<file path="src/spq_pkg.sv">
// shared types, codes and field widths for the sorted priority queue
package spq_pkg;

   localparam int CAPACITY_DEF   = 16;
   localparam int NAME_BYTES_DEF = 8;

   localparam int ACTION_W   = 3;
   localparam int PRIO_W     = 8;
   localparam int NAME_KEY_W = 64;
   localparam int POS_W      = 6;
   localparam int STATUS_W   = 2;
   localparam int OCC_W      = 5;

   typedef enum logic [ACTION_W-1:0] {
      ACT_PUSH  = 3'd0,
      ACT_POP   = 3'd1,
      ACT_READ  = 3'd2,
      ACT_LIST  = 3'd3,
      ACT_CLEAR = 3'd4
   } action_type;

   typedef enum logic [STATUS_W-1:0] {
      STAT_OK    = 2'd0,
      STAT_FULL  = 2'd1,
      STAT_EMPTY = 2'd2,
      STAT_RANGE = 2'd3
   } status_type;

   typedef enum logic [1:0] {
      CELL_HOLD   = 2'd0,
      CELL_INSERT = 2'd1,
      CELL_SHIFT  = 2'd2
   } cell_op_type;

   typedef enum logic {
      ST_IDLE = 1'b0,
      ST_SCAN = 1'b1
   } ctrl_state_type;

   typedef struct packed {
      logic [ACTION_W-1:0]   action;
      logic [PRIO_W-1:0]     priority_req;
      logic [NAME_KEY_W-1:0] name_key;
      logic [POS_W-1:0]      position;
   } req_payload_type;

   typedef struct packed {
      logic [STATUS_W-1:0]   status;
      logic [PRIO_W-1:0]     out_priority;
      logic [NAME_KEY_W-1:0] out_name;
      logic [POS_W-1:0]      out_position;
      logic [OCC_W-1:0]      occupancy;
      logic                  last;
   } rsp_payload_type;

endpackage

</file>
<file path="src/spq_cell.sv">
// one queue slot: compares against the incoming entry and shifts with its neighbors
module spq_cell
   import spq_pkg::*;
#(
   parameter int NAME_W = 8 * NAME_BYTES_DEF
) (
   input  logic              clock,
   input  cell_op_type       op,
   input  logic              occupied,
   input  logic [PRIO_W-1:0] new_prio,
   input  logic [NAME_W-1:0] new_name,
   input  logic              left_ahead,
   input  logic [PRIO_W-1:0] left_prio,
   input  logic [NAME_W-1:0] left_name,
   input  logic [PRIO_W-1:0] right_prio,
   input  logic [NAME_W-1:0] right_name,
   output logic [PRIO_W-1:0] prio,
   output logic [NAME_W-1:0] name,
   output logic              ahead
);

   logic [PRIO_W-1:0] prio_ff, prio_in;
   logic [NAME_W-1:0] name_ff, name_in;

   // new entry goes in front of this slot
   assign ahead = !occupied || (new_prio > prio_ff) ||
                  ((new_prio == prio_ff) && (new_name <= name_ff));

   always_comb begin
      prio_in = prio_ff;
      name_in = name_ff;
      unique case (op)
         CELL_INSERT: begin
            priority if (left_ahead) begin
               prio_in = left_prio;
               name_in = left_name;
            end else if (ahead) begin
               prio_in = new_prio;
               name_in = new_name;
            end
         end
         CELL_SHIFT: begin
            prio_in = right_prio;
            name_in = right_name;
         end
         default: begin
         end
      endcase
   end

   always_ff @(posedge clock) begin
      prio_ff <= prio_in;
      name_ff <= name_in;
   end

   assign prio = prio_ff;
   assign name = name_ff;

endmodule

</file>
<file path="src/spq_ctrl.sv">
// action decode, entry count, scan sequencer and result register
module spq_ctrl
   import spq_pkg::*;
#(
   parameter int CAPACITY = CAPACITY_DEF,
   parameter int NAME_W   = 8 * NAME_BYTES_DEF,
   parameter int CNT_W    = $clog2(CAPACITY + 1),
   parameter int IDX_W    = $clog2(CAPACITY)
) (
   input  logic              clock,
   input  logic              reset,
   input  logic              req_valid,
   output logic              req_stall,
   input  req_payload_type   req_payload,
   output logic              rsp_valid,
   input  logic              rsp_stall,
   output rsp_payload_type   rsp_payload,
   input  logic [PRIO_W-1:0] head_prio,
   input  logic [NAME_W-1:0] head_name,
   input  logic [IDX_W-1:0]  ins_idx,
   output cell_op_type       cell_op,
   output logic [CNT_W-1:0]  count
);

   localparam int CMP_W = (CNT_W > POS_W) ? CNT_W : POS_W;

   ctrl_state_type  state_ff, state_in;
   logic [CNT_W-1:0] count_ff, count_in;
   logic [IDX_W-1:0] step_ff, step_in;
   logic [IDX_W-1:0] target_ff, target_in;
   logic             is_list_ff, is_list_in;
   logic             rsp_valid_ff, rsp_valid_in;
   rsp_payload_type  rsp_payload_ff, rsp_payload_in;

   logic             out_free;
   logic             hit;
   logic [CMP_W-1:0] pos_ext;
   logic [CMP_W-1:0] cnt_ext;
   logic [CMP_W-1:0] step_ext;
   logic [POS_W:0]   ins_pos;

   assign out_free = !rsp_valid_ff || !rsp_stall;
   assign pos_ext  = CMP_W'(req_payload.position);
   assign cnt_ext  = CMP_W'(count_ff);
   assign step_ext = CMP_W'(step_ff);
   assign ins_pos  = (POS_W + 1)'(ins_idx) + (POS_W + 1)'(1);
   assign hit      = is_list_ff ? (step_ext < cnt_ext) : (step_ff == target_ff);

   always_comb begin
      state_in       = state_ff;
      count_in       = count_ff;
      step_in        = step_ff;
      target_in      = target_ff;
      is_list_in     = is_list_ff;
      rsp_valid_in   = rsp_valid_ff && rsp_stall;
      rsp_payload_in = rsp_payload_ff;
      cell_op        = CELL_HOLD;
      req_stall      = 1'b1;

      unique case (state_ff)
         ST_IDLE: begin
            req_stall = !out_free;
            if (req_valid && out_free) begin
               rsp_valid_in                = 1'b1;
               rsp_payload_in              = '0;
               rsp_payload_in.status       = STAT_OK;
               rsp_payload_in.last         = 1'b1;
               rsp_payload_in.occupancy    = OCC_W'(count_ff);
               unique case (action_type'(req_payload.action))
                  ACT_PUSH: begin
                     if (count_ff == CNT_W'(CAPACITY)) begin
                        rsp_payload_in.status = STAT_FULL;
                     end else begin
                        cell_op                     = CELL_INSERT;
                        count_in                    = count_ff + CNT_W'(1);
                        rsp_payload_in.out_priority = req_payload.priority_req;
                        rsp_payload_in.out_name     =
                           NAME_KEY_W'(NAME_W'(req_payload.name_key));
                        rsp_payload_in.out_position = POS_W'(ins_pos);
                        rsp_payload_in.occupancy    = OCC_W'(count_ff + CNT_W'(1));
                     end
                  end
                  ACT_POP: begin
                     if (count_ff == '0) begin
                        rsp_payload_in.status = STAT_EMPTY;
                     end else begin
                        cell_op                     = CELL_SHIFT;
                        count_in                    = count_ff - CNT_W'(1);
                        rsp_payload_in.out_priority = head_prio;
                        rsp_payload_in.out_name     = NAME_KEY_W'(head_name);
                        rsp_payload_in.out_position = POS_W'(1);
                        rsp_payload_in.occupancy    = OCC_W'(count_ff - CNT_W'(1));
                     end
                  end
                  ACT_READ: begin
                     priority if (count_ff == '0) begin
                        rsp_payload_in.status = STAT_EMPTY;
                     end else if (pos_ext == '0 || pos_ext > cnt_ext) begin
                        rsp_payload_in.status = STAT_RANGE;
                     end else begin
                        rsp_valid_in = 1'b0;
                        state_in     = ST_SCAN;
                        step_in      = '0;
                        is_list_in   = 1'b0;
                        target_in    = IDX_W'(req_payload.position - POS_W'(1));
                     end
                  end
                  ACT_LIST: begin
                     if (count_ff == '0) begin
                        rsp_payload_in.status = STAT_EMPTY;
                     end else begin
                        rsp_valid_in = 1'b0;
                        state_in     = ST_SCAN;
                        step_in      = '0;
                        is_list_in   = 1'b1;
                     end
                  end
                  ACT_CLEAR: begin
                     count_in                 = '0;
                     rsp_payload_in.occupancy = '0;
                  end
                  default: begin
                  end
               endcase
            end
         end
         ST_SCAN: begin
            // the chain rotates a full turn; slot 0 shows entry number step
            if (!hit || out_free) begin
               cell_op = CELL_SHIFT;
               step_in = step_ff + IDX_W'(1);
               if (hit) begin
                  rsp_valid_in                = 1'b1;
                  rsp_payload_in.status       = STAT_OK;
                  rsp_payload_in.out_priority = head_prio;
                  rsp_payload_in.out_name     = NAME_KEY_W'(head_name);
                  rsp_payload_in.out_position = POS_W'(step_ext + CMP_W'(1));
                  rsp_payload_in.occupancy    = OCC_W'(count_ff);
                  rsp_payload_in.last         =
                     !is_list_ff || ((step_ext + CMP_W'(1)) == cnt_ext);
               end
               if (step_ff == IDX_W'(CAPACITY - 1)) begin
                  state_in = ST_IDLE;
               end
            end
         end
         default: begin
            state_in = ST_IDLE;
         end
      endcase
   end

   always_ff @(posedge clock) begin
      if (reset) begin
         state_ff     <= ST_IDLE;
         count_ff     <= '0;
         step_ff      <= '0;
         is_list_ff   <= 1'b0;
         rsp_valid_ff <= 1'b0;
      end else begin
         state_ff     <= state_in;
         count_ff     <= count_in;
         step_ff      <= step_in;
         is_list_ff   <= is_list_in;
         rsp_valid_ff <= rsp_valid_in;
      end
   end

   always_ff @(posedge clock) begin
      target_ff      <= target_in;
      rsp_payload_ff <= rsp_payload_in;
   end

   assign rsp_valid   = rsp_valid_ff;
   assign rsp_payload = rsp_payload_ff;
   assign count       = count_ff;

endmodule

</file>
<file path="src/sorted_priority_queue.sv">
// sorted priority queue top level: chain of slot cells and controller
//
//   channel | direction | handshake          | payload
//   req     | in        | req_valid/req_stall | req_payload_type
//   rsp     | out       | rsp_valid/rsp_stall | rsp_payload_type
//
// push, pop, clear and error cases are answered by a single result beat, with all slots
// comparing and shifting in parallel in the cell chain.
// read and list are accepted, then the chain makes one full turn, one list entry per
// cycle from the single head tap while the result is not stalled.
// reset empties the queue; slot contents are not cleared.
// a stalled result holds the scan in place; no new beat is taken until done.
module sorted_priority_queue
   import spq_pkg::*;
#(
   parameter int CAPACITY   = CAPACITY_DEF,
   parameter int NAME_BYTES = NAME_BYTES_DEF
) (
   input  logic            clock,
   input  logic            reset,
   input  logic            req_valid,
   output logic            req_stall,
   input  req_payload_type req_payload,
   output logic            rsp_valid,
   input  logic            rsp_stall,
   output rsp_payload_type rsp_payload
);

   localparam int NAME_W = 8 * NAME_BYTES;
   localparam int CNT_W  = $clog2(CAPACITY + 1);
   localparam int IDX_W  = $clog2(CAPACITY);

   logic [PRIO_W-1:0] cell_prio [CAPACITY];
   logic [NAME_W-1:0] cell_name [CAPACITY];
   logic [CAPACITY-1:0] ahead;
   logic [NAME_W-1:0] new_name;
   logic [CNT_W-1:0]  count;
   logic [IDX_W-1:0]  ins_idx;
   cell_op_type       cell_op;

   assign new_name = NAME_W'(req_payload.name_key);

   for (genvar i = 0; i < CAPACITY; i++) begin : g_cell
      if (i == 0) begin : g_head
         spq_cell #(.NAME_W(NAME_W)) u_cell (
            .clock      (clock),
            .op         (cell_op),
            .occupied   (CNT_W'(i) < count),
            .new_prio   (req_payload.priority_req),
            .new_name   (new_name),
            .left_ahead (1'b0),
            .left_prio  (req_payload.priority_req),
            .left_name  (new_name),
            .right_prio (cell_prio[(i + 1) % CAPACITY]),
            .right_name (cell_name[(i + 1) % CAPACITY]),
            .prio       (cell_prio[i]),
            .name       (cell_name[i]),
            .ahead      (ahead[i])
         );
      end else begin : g_body
         spq_cell #(.NAME_W(NAME_W)) u_cell (
            .clock      (clock),
            .op         (cell_op),
            .occupied   (CNT_W'(i) < count),
            .new_prio   (req_payload.priority_req),
            .new_name   (new_name),
            .left_ahead (ahead[i-1]),
            .left_prio  (cell_prio[i-1]),
            .left_name  (cell_name[i-1]),
            .right_prio (cell_prio[(i + 1) % CAPACITY]),
            .right_name (cell_name[(i + 1) % CAPACITY]),
            .prio       (cell_prio[i]),
            .name       (cell_name[i]),
            .ahead      (ahead[i])
         );
      end
   end

   // index of the first slot the new entry goes ahead of
   always_comb begin
      ins_idx = '0;
      for (int i = 0; i < CAPACITY; i++) begin
         if (ahead[i] && (i == 0 || !ahead[(i == 0) ? 0 : i - 1])) begin
            ins_idx = ins_idx | IDX_W'(i);
         end
      end
   end

   spq_ctrl #(
      .CAPACITY (CAPACITY),
      .NAME_W   (NAME_W),
      .CNT_W    (CNT_W),
      .IDX_W    (IDX_W)
   ) u_ctrl (
      .clock       (clock),
      .reset       (reset),
      .req_valid   (req_valid),
      .req_stall   (req_stall),
      .req_payload (req_payload),
      .rsp_valid   (rsp_valid),
      .rsp_stall   (rsp_stall),
      .rsp_payload (rsp_payload),
      .head_prio   (cell_prio[0]),
      .head_name   (cell_name[0]),
      .ins_idx     (ins_idx),
      .cell_op     (cell_op),
      .count       (count)
   );

endmodule

</file>
<file path="config.mk">
export PLATFORM = sky130hd
export DESIGN_NAME = sorted_priority_queue
export DESIGN_NICKNAME = d
export VERILOG_FILES = /design/src/spq_pkg.sv /design/src/spq_cell.sv /design/src/spq_ctrl.sv /design/src/sorted_priority_queue.sv
export SDC_FILE = /design/constraint.sdc
export NUM_CORES = 2
export LEC_CHECK = 0
export BUFFER_PORTS_ARGS = -buffer_cell sky130_fd_sc_hd__buf_4
export CAP_MARGIN = 20
export CORE_UTILIZATION = 55
export DETAILED_ROUTE_END_ITERATION = 10
export PLACE_DENSITY = 0.73
export SLEW_MARGIN = 30
export SYNTH_ARGS = -nofsm -noshare
export SYNTH_HDL_FRONTEND = slang
export SYNTH_SLANG_ARGS = --single-unit
</file>
<file path="constraint.sdc">
create_clock -name clock -period 8.8 [get_ports clock]
set_input_delay 0.88 -clock clock [delete_from_list [all_inputs] [get_ports clock]]
set_output_delay 0.88 -clock clock [all_outputs]
set_load 0.05 [all_outputs]
</file>
# Yosys cells after proc, flatten, opt, wreduce, memory -nomap -nowiden
# Index checks and enable logic that the tools add are counted.
# Widths: inputs -> output; s select.
# classes
order_cmp	50
mux	160
addsub	6
eq_ne	54
n_bitwise	3
reduce_logical	133
# op_table
operator	count
$pmux 64 s2	16
$mux 64	31
$le 64x64->1	16
$mux 86	3
$pmux 8 s2	16
$mux 8	31
$pmux 86 s2	1
$mux 83	2
$pmux 78 s2	1
$eq 8x8->1	16
$gt 8x8->1	16
$mux 4	13
$ne 3x1->1 const B	15
$lt 4x5->1 const A	8
$logic_not 1->1	36
$logic_or 1x1->1	36
$logic_and 1x1->1	33
$reduce_and 2->1	16
$pmux 5 s3	2
$lt 3x5->1 const A	4
$mux 1	20
$mux 2	8
$pmux 4 s2	2
$ne 2x2->1 const B	7
35 further kinds	57
# totals
regBits	1254
out_inout_bits	88
elab_cells	450
input_bits	85

# Longest topological paths before layout
# depth
word_depth	26
mapped_depth	18

# Hierarchy
# Synthesis repeated with hierarchy kept, for this count alone.
# hier_totals
hier_cells	9718
hier_area_um2	93016.7
# modules_own_cells
module	cells_per_inst	instances	area_per_inst_um2	seq_area_each_um2
spq_cell	580	16	5487.8	2162.1
spq_ctrl	386	1	4901.0	2912.8
sorted_priority_queue	52	1	311.5	0.0

# Worst setup path before layout
# No wires, ideal clock.
# synth_timing
kind	register -> register
startpoint	reg u_ctrl.count_ff[1], in the netlist u_ctrl.count[1]
endpoint	reg u_ctrl.rsp_payload_ff (netlist bit u_ctrl.rsp_payload[0]) (enable)
path_buffers	1
period_less_slack_ns	8.718
path_stages_with_launch	10
setup_slack_ns	0.082
t_required_ns	8.135
arrival_ns	8.054
path_cell_list	dfxtp_1 -> clkbuf_1 -> inv_1 -> ha_1 -> nor2b_1 -> o21ai_0 -> nand2b_1 -> a21oi_1 -> o22ai_1 -> a221oi_1
# synth_via
elab_chain_len	6
elab_cells_between_ends	7
# synth_rtl
element	line	text
start: declaration	spq_ctrl.sv:28	logic [CNT_W-1:0] count_ff, count_in;
start signal: assignment	spq_ctrl.sv:162	count_ff <= count_in;
$lt 4x5->1 *	spq_ctrl.sv:47	assign hit = is_list_ff ? (step_ext < cnt_ext) : (step_ff == target_ff);
$mux 1 *	spq_ctrl.sv:47	
$logic_not 1->1	spq_ctrl.sv:129	if (!hit || out_free) begin
$logic_or 1x1->1	spq_ctrl.sv:129	
$ne 2x2->1 (no source line)	--	
$reduce_and 3->1 (no source line) *	--	
end signal: assignment	spq_ctrl.sv:171	rsp_payload_ff <= rsp_payload_in;
end: declaration	spq_ctrl.sv:33	rsp_payload_type rsp_payload_ff, rsp_payload_in;
# Mark *: on every way between the ends. The rest lies on a longest branch, timed or not.
# A chain may end at the register's enable or synchronous reset.

# Final worst setup path
# layout_timing
startpoint	reg g_cell[9].g_body.u_cell.name_ff[5]
endpoint	reg g_cell[10].g_body.u_cell.name_ff[55], data pin
# layout_via
elab_chain_len	5
# layout_rtl
element	line	text
start: declaration	spq_cell.sv:23	logic [NAME_W-1:0] name_ff, name_in;
start signal: assignment	spq_cell.sv:53	name_ff <= name_in;
$le 64x64->1	spq_cell.sv:27	((new_prio == prio_ff) && (new_name <= name_ff));
$logic_and 1x1->1	spq_cell.sv:27	
$logic_or 1x1->1	spq_cell.sv:26	assign ahead = !occupied || (new_prio > prio_ff) ||
$mux 64	spq_cell.sv:34	priority if (left_ahead) begin
$pmux 64 s2	spq_cell.sv:32	unique case (op)
net g_cell[10].g_body.u_cell.name_in[55]	spq_cell.sv:23	
end signal: assignment	spq_cell.sv:53	
end: declaration	spq_cell.sv:23	
# The timed path passes the listed nets, and every way through them passes these cells.

==> summary.txt <==
Place
  • Place WS: 2.221 ns
  • Port Buffers: 171
  • Final estimated routing congestion in global placement: 1.031
  • HPWL after detailed placement: 226.4 mm

Synth
  • Synth Net Count: 11489
  • Yosys warning count: 0
  • Sequential element share of the synthesized area: 0.4110
  • Avg Synthesized Cell Area: 8.918 um2
  • Number of synthesized register bits: 1253
  • Top FF cell, synth: edfxtp_1
  • Synthesized area: 91270 um2
  • Cell count after synthesis: 10234
  • Synth unique cells: 84
  • Async SR Flop Fraction: 0
  • Post-synth EDFFs: 1241

Clock network
  • Postcts setup bufs: 0
  • # clock sinks: 1253
  • Clock latency on the worst-skew pair: 0.84 ns
  • CTS H-tree depth: 4
  • Cts repair resizes: 0
  • Clock Tree Buf Depth: 3
  • Hold-fix buffers, CTS: 0
  • CTS buffer count: 148
  • CTS Root Cell: clkbuf_16
  • Worst-path clk slew: 0.07 ns
  • TritonCTS clock tree: done

Timing
  • Worst Slack Setup Final: 2.784 ns
  • Setup Skew: 0.04063 ns
  • Fin Setup TNS: 0 ns
  • Fin crit period: 6.016 ns
  • Worst Tran Pin Value: 1.134 ns
  • Hold Fails Final Rpt: 0
  • Final Cycle Share: 0.6836
  • Max Transition Viols Final: 0
  • Final Hold Slack: 0.3453 ns
  • Final setup fails: 0
  • RSZ-0062 raised after global routing: no
  • Slew margin rel.: 0.2409
  • Max Clk Rate: 166.2 MHz

Detailed routing
  • DRT antenna net count: 0
  • WL/cell: 25.47 um
  • DRC viols: 0
  • Vias: 78679
  • Initial DRC count: 10455
  • Via density: 6.341
  • Final WL: 316.0 mm
  • Drt pass-1 iters: 6

Power and ir drop
  • Combinational power share: 0.206
  • Clock Power Share: 0.365
  • Worst VDD drop: 209.6 uV
  • Power share of the sequential group: 0.429
  • Pwr/cell area: 170.1 nW/um2
  • Sw Pwr: 5.336 mW
  • Sw Share: 0.3143
  • Pint: 11.64 mW
  • Static Leak: 42.51 nW
  • Tot Pwr: 16.98 mW

Hold path
  • Hold WC Path Type: in2reg
  • Hold path endpoint: u_ctrl.is_list_ff
  • Worst hold stages: 2
  • Min-delay src: reset

Worst setup path
  • FF-to-FF path depth: 13
  • Critical path capture point type: flop
  • CP max-delay cell: a221oi_1
  • Crit-path leading delay family: compound AO/OA/AOI/OAI gates
  • Crit-path most repeated cell: o21ai_0
  • Worst R2R Setup Slack: 2.78 ns
  • Startpoint Class: flop
  • Crit path max fanout: 34
  • Critical register-to-register path endpoint: g_cell[10].g_body.u_cell.name[55]
  • Arr. time, crit path: 6.55 ns
  • Buffers plus inverters on the worst setup path: 3
  • Critical Path RT: 9.34 ns
  • CP peak stage delay: 0.79 ns
  • Critical-path cell list: inv_1 -> ha_1 -> a21oi_1 -> o21ai_0 -> a221oi_1 -> o221ai_1 -> a221oi_1 -> o21ai_0 -> a32oi_4 -> buf_4 -> buf_4 -> mux2i_1 -> o21ai_0
  • Reg2reg start: g_cell[9].g_body.u_cell.name[5]
  • Crit path kind: reg2reg

Floorplanning
  • Initial core utilization: 0.5538
  • Die width: 409.4 um
  • Core Box Area: 164800 um2
  • DIE AREA: 167600 um2
  • Die H: 409.4 um
  • I/O pin total: 173
  • Std-Cell Rows: 149

GRT
  • Vias in the first global route: 74551
  • Largest net degree at the start of global routing: 259
  • First-pass GRT wire length: 466.5 mm
  • Grt total ovfl: 0
  • Gr usage total: 0.3674
  • Initial antenna violation count: 19

Cells and area
  • Nets: 11349
  • Share of layout cells above drive strength 1: 0.06678
  • Area Growth Syn to Fin: 9.340%

Flow run
  • Max-Cap Viols: 0

Run status
  • Status: finished clean
-- worst reg2reg max path: cells and delay by family (launching register included) --
family / cells / cell delay, ns
muxes: 1 / 0.37
buffers and inverters: 3 / 1.44
AOI/OAI and AO/OA: 8 / 3.20
adders and majority gates: 1 / 0.25
DFF: 1 / 0.45
-- cells by family (layout without fill, tap and decap cells) --
family                   Yosys count  count (layout)  synth area share
AND/OR/NAND/NOR                 2702            2702            0.1273
adder cells (fa/ha/maj)         1170            1170            0.1604
buffers and inverters           1775            1753           0.07341
AO/OA/AOI/OAI                   2803            2803            0.1691
other                              1               8        0.00004109
flip-flops                      1253            1253            0.4110
multiplexers                     511             511           0.05700
XOR/XNOR                          19              19          0.001823
-- stage by stage --
stage               cells  cell area, um2    util
global route        12401           99770  0.6054
floorplan           10234           91270       -
CTS                 12397           99670  0.6048
finish              12408           99790  0.6055
detailed placement  12129           94950  0.5761
global placement    12117           94710  0.5747
-- power by group through the flow --
| stage | combinational, mW | clock (mW) | sequential (mW) |
|---|---|---|---|
| 3_5_place_dp | 3.39 | 0 | 7.40 |
| 3_3_place_gp | 3.26 | 0 | 7.39 |
| 6_report | 3.50 | 6.19 | 7.28 |
| 5_1_grt | 3.80 | 6.41 | 7.31 |
| 4_1_cts | 3.41 | 6.21 | 7.28 |
| 2_1_floorplan | 2.07 | 0 | 7.49 |
-- routing by layer --
layer	vias up	GRT usage	routed length (um)
li1	36018	-	-
met1	37453	0.4932	125600
met2	4350	0.5505	135400
met3	838	0.08544	35840
met4	20	0.1942	19000
met5	-	0	125
-- flip-flops by register name, summed over array words and instances, names as in the netlist --
signal	flops
u_ctrl.target_ff	4
u_ctrl.is_list_ff	1
u_ctrl.count	5
u_ctrl.rsp_payload	85
g_cell.g_body.u_cell.name	960
g_cell.g_head.u_cell.name	64
g_cell.g_head.u_cell.prio	8
u_ctrl.rsp_valid	1
g_cell.g_body.u_cell.prio	120
u_ctrl.step_ff	4
u_ctrl.state_ff	1
-- layout by cell type (no fill, tap or decap), types with 229 or more instances in the layout --
cell type	netlist	layout
edfxtp_1	1241	1241
o21ai_0	1247	1243
a21oi_1	1093	1090
mux2i_1	441	441
ha_1	1170	1169
nor2_1	760	754
inv_1	1159	1159
buf_4	1	282
nand4_1	229	229
nand2_1	1336	1334
-- worst max path at each step --
stage / depth (start not counted) / slack (ns) / startpoint / endpoint
4_1_cts: 13 / 3.00 / g_cell[1].g_body.u_cell.name[12] / g_cell[2].g_body.u_cell.name[4]
5_1_grt: 14 / 2.75 / g_cell[12].g_body.u_cell.name[46] / g_cell[13].g_body.u_cell.name[32]
3_3_place_gp: 11 / 0.67 / req_payload[65] / g_cell[2].g_body.u_cell.name[8]
3_5_place_dp: 13 / 2.22 / req_payload[20] / g_cell[2].g_body.u_cell.name[8]
6_report: 13 / 2.78 / g_cell[9].g_body.u_cell.name[5] / g_cell[10].g_body.u_cell.name[55]
2_1_floorplan: 9 / 0.08 / u_ctrl.count[1] / u_ctrl.rsp_payload[0]
-- cell usage after synthesis, types with 9 or more instances --
library cell,number,share of area
a2111oi_0,15,0.0014
a211oi_1,44,0.0036
a21o_1,110,0.0090
a21oi_1,1093,0.060
a221oi_1,37,0.0036
a22o_1,76,0.0073
a31oi_1,21,0.0014
and4_1,37,0.0036
buf_1,25,0.0010
buf_2,27,0.0015
clkbuf_1,557,0.023
dfxtp_1,12,0.0026
edfxtp_1,1241,0.41
ha_1,1170,0.16
inv_1,1159,0.048
mux2_2,70,0.0086
mux2i_1,441,0.048
nand2_1,1336,0.055
nand2b_1,21,0.0014
nand3_1,120,0.0066
nand4_1,229,0.016
nor2_1,760,0.031
nor2b_1,38,0.0026
nor3_1,52,0.0029
nor4_1,41,0.0028
o211ai_1,26,0.0021
o21a_1,26,0.0021
o21ai_0,1247,0.068
o31ai_1,10,0.00082
or4_1,10,0.00082
xnor2_1,10,0.00096
xor2_1,9,0.00086
-- layout make-up --
type	count	area, um2
Clock buffer	184	3944
Tap cell	2189	2739
Timing Repair Buffer	320	2746
Multi-Input combinational cell	7206	47680
Antenna cell	7	17.52
Fill cell	14091	65010
Clock inverter	84	780.7
Inverter	1165	4375
Sequential cell	1253	37510
(Power assumes the default switching activity.)
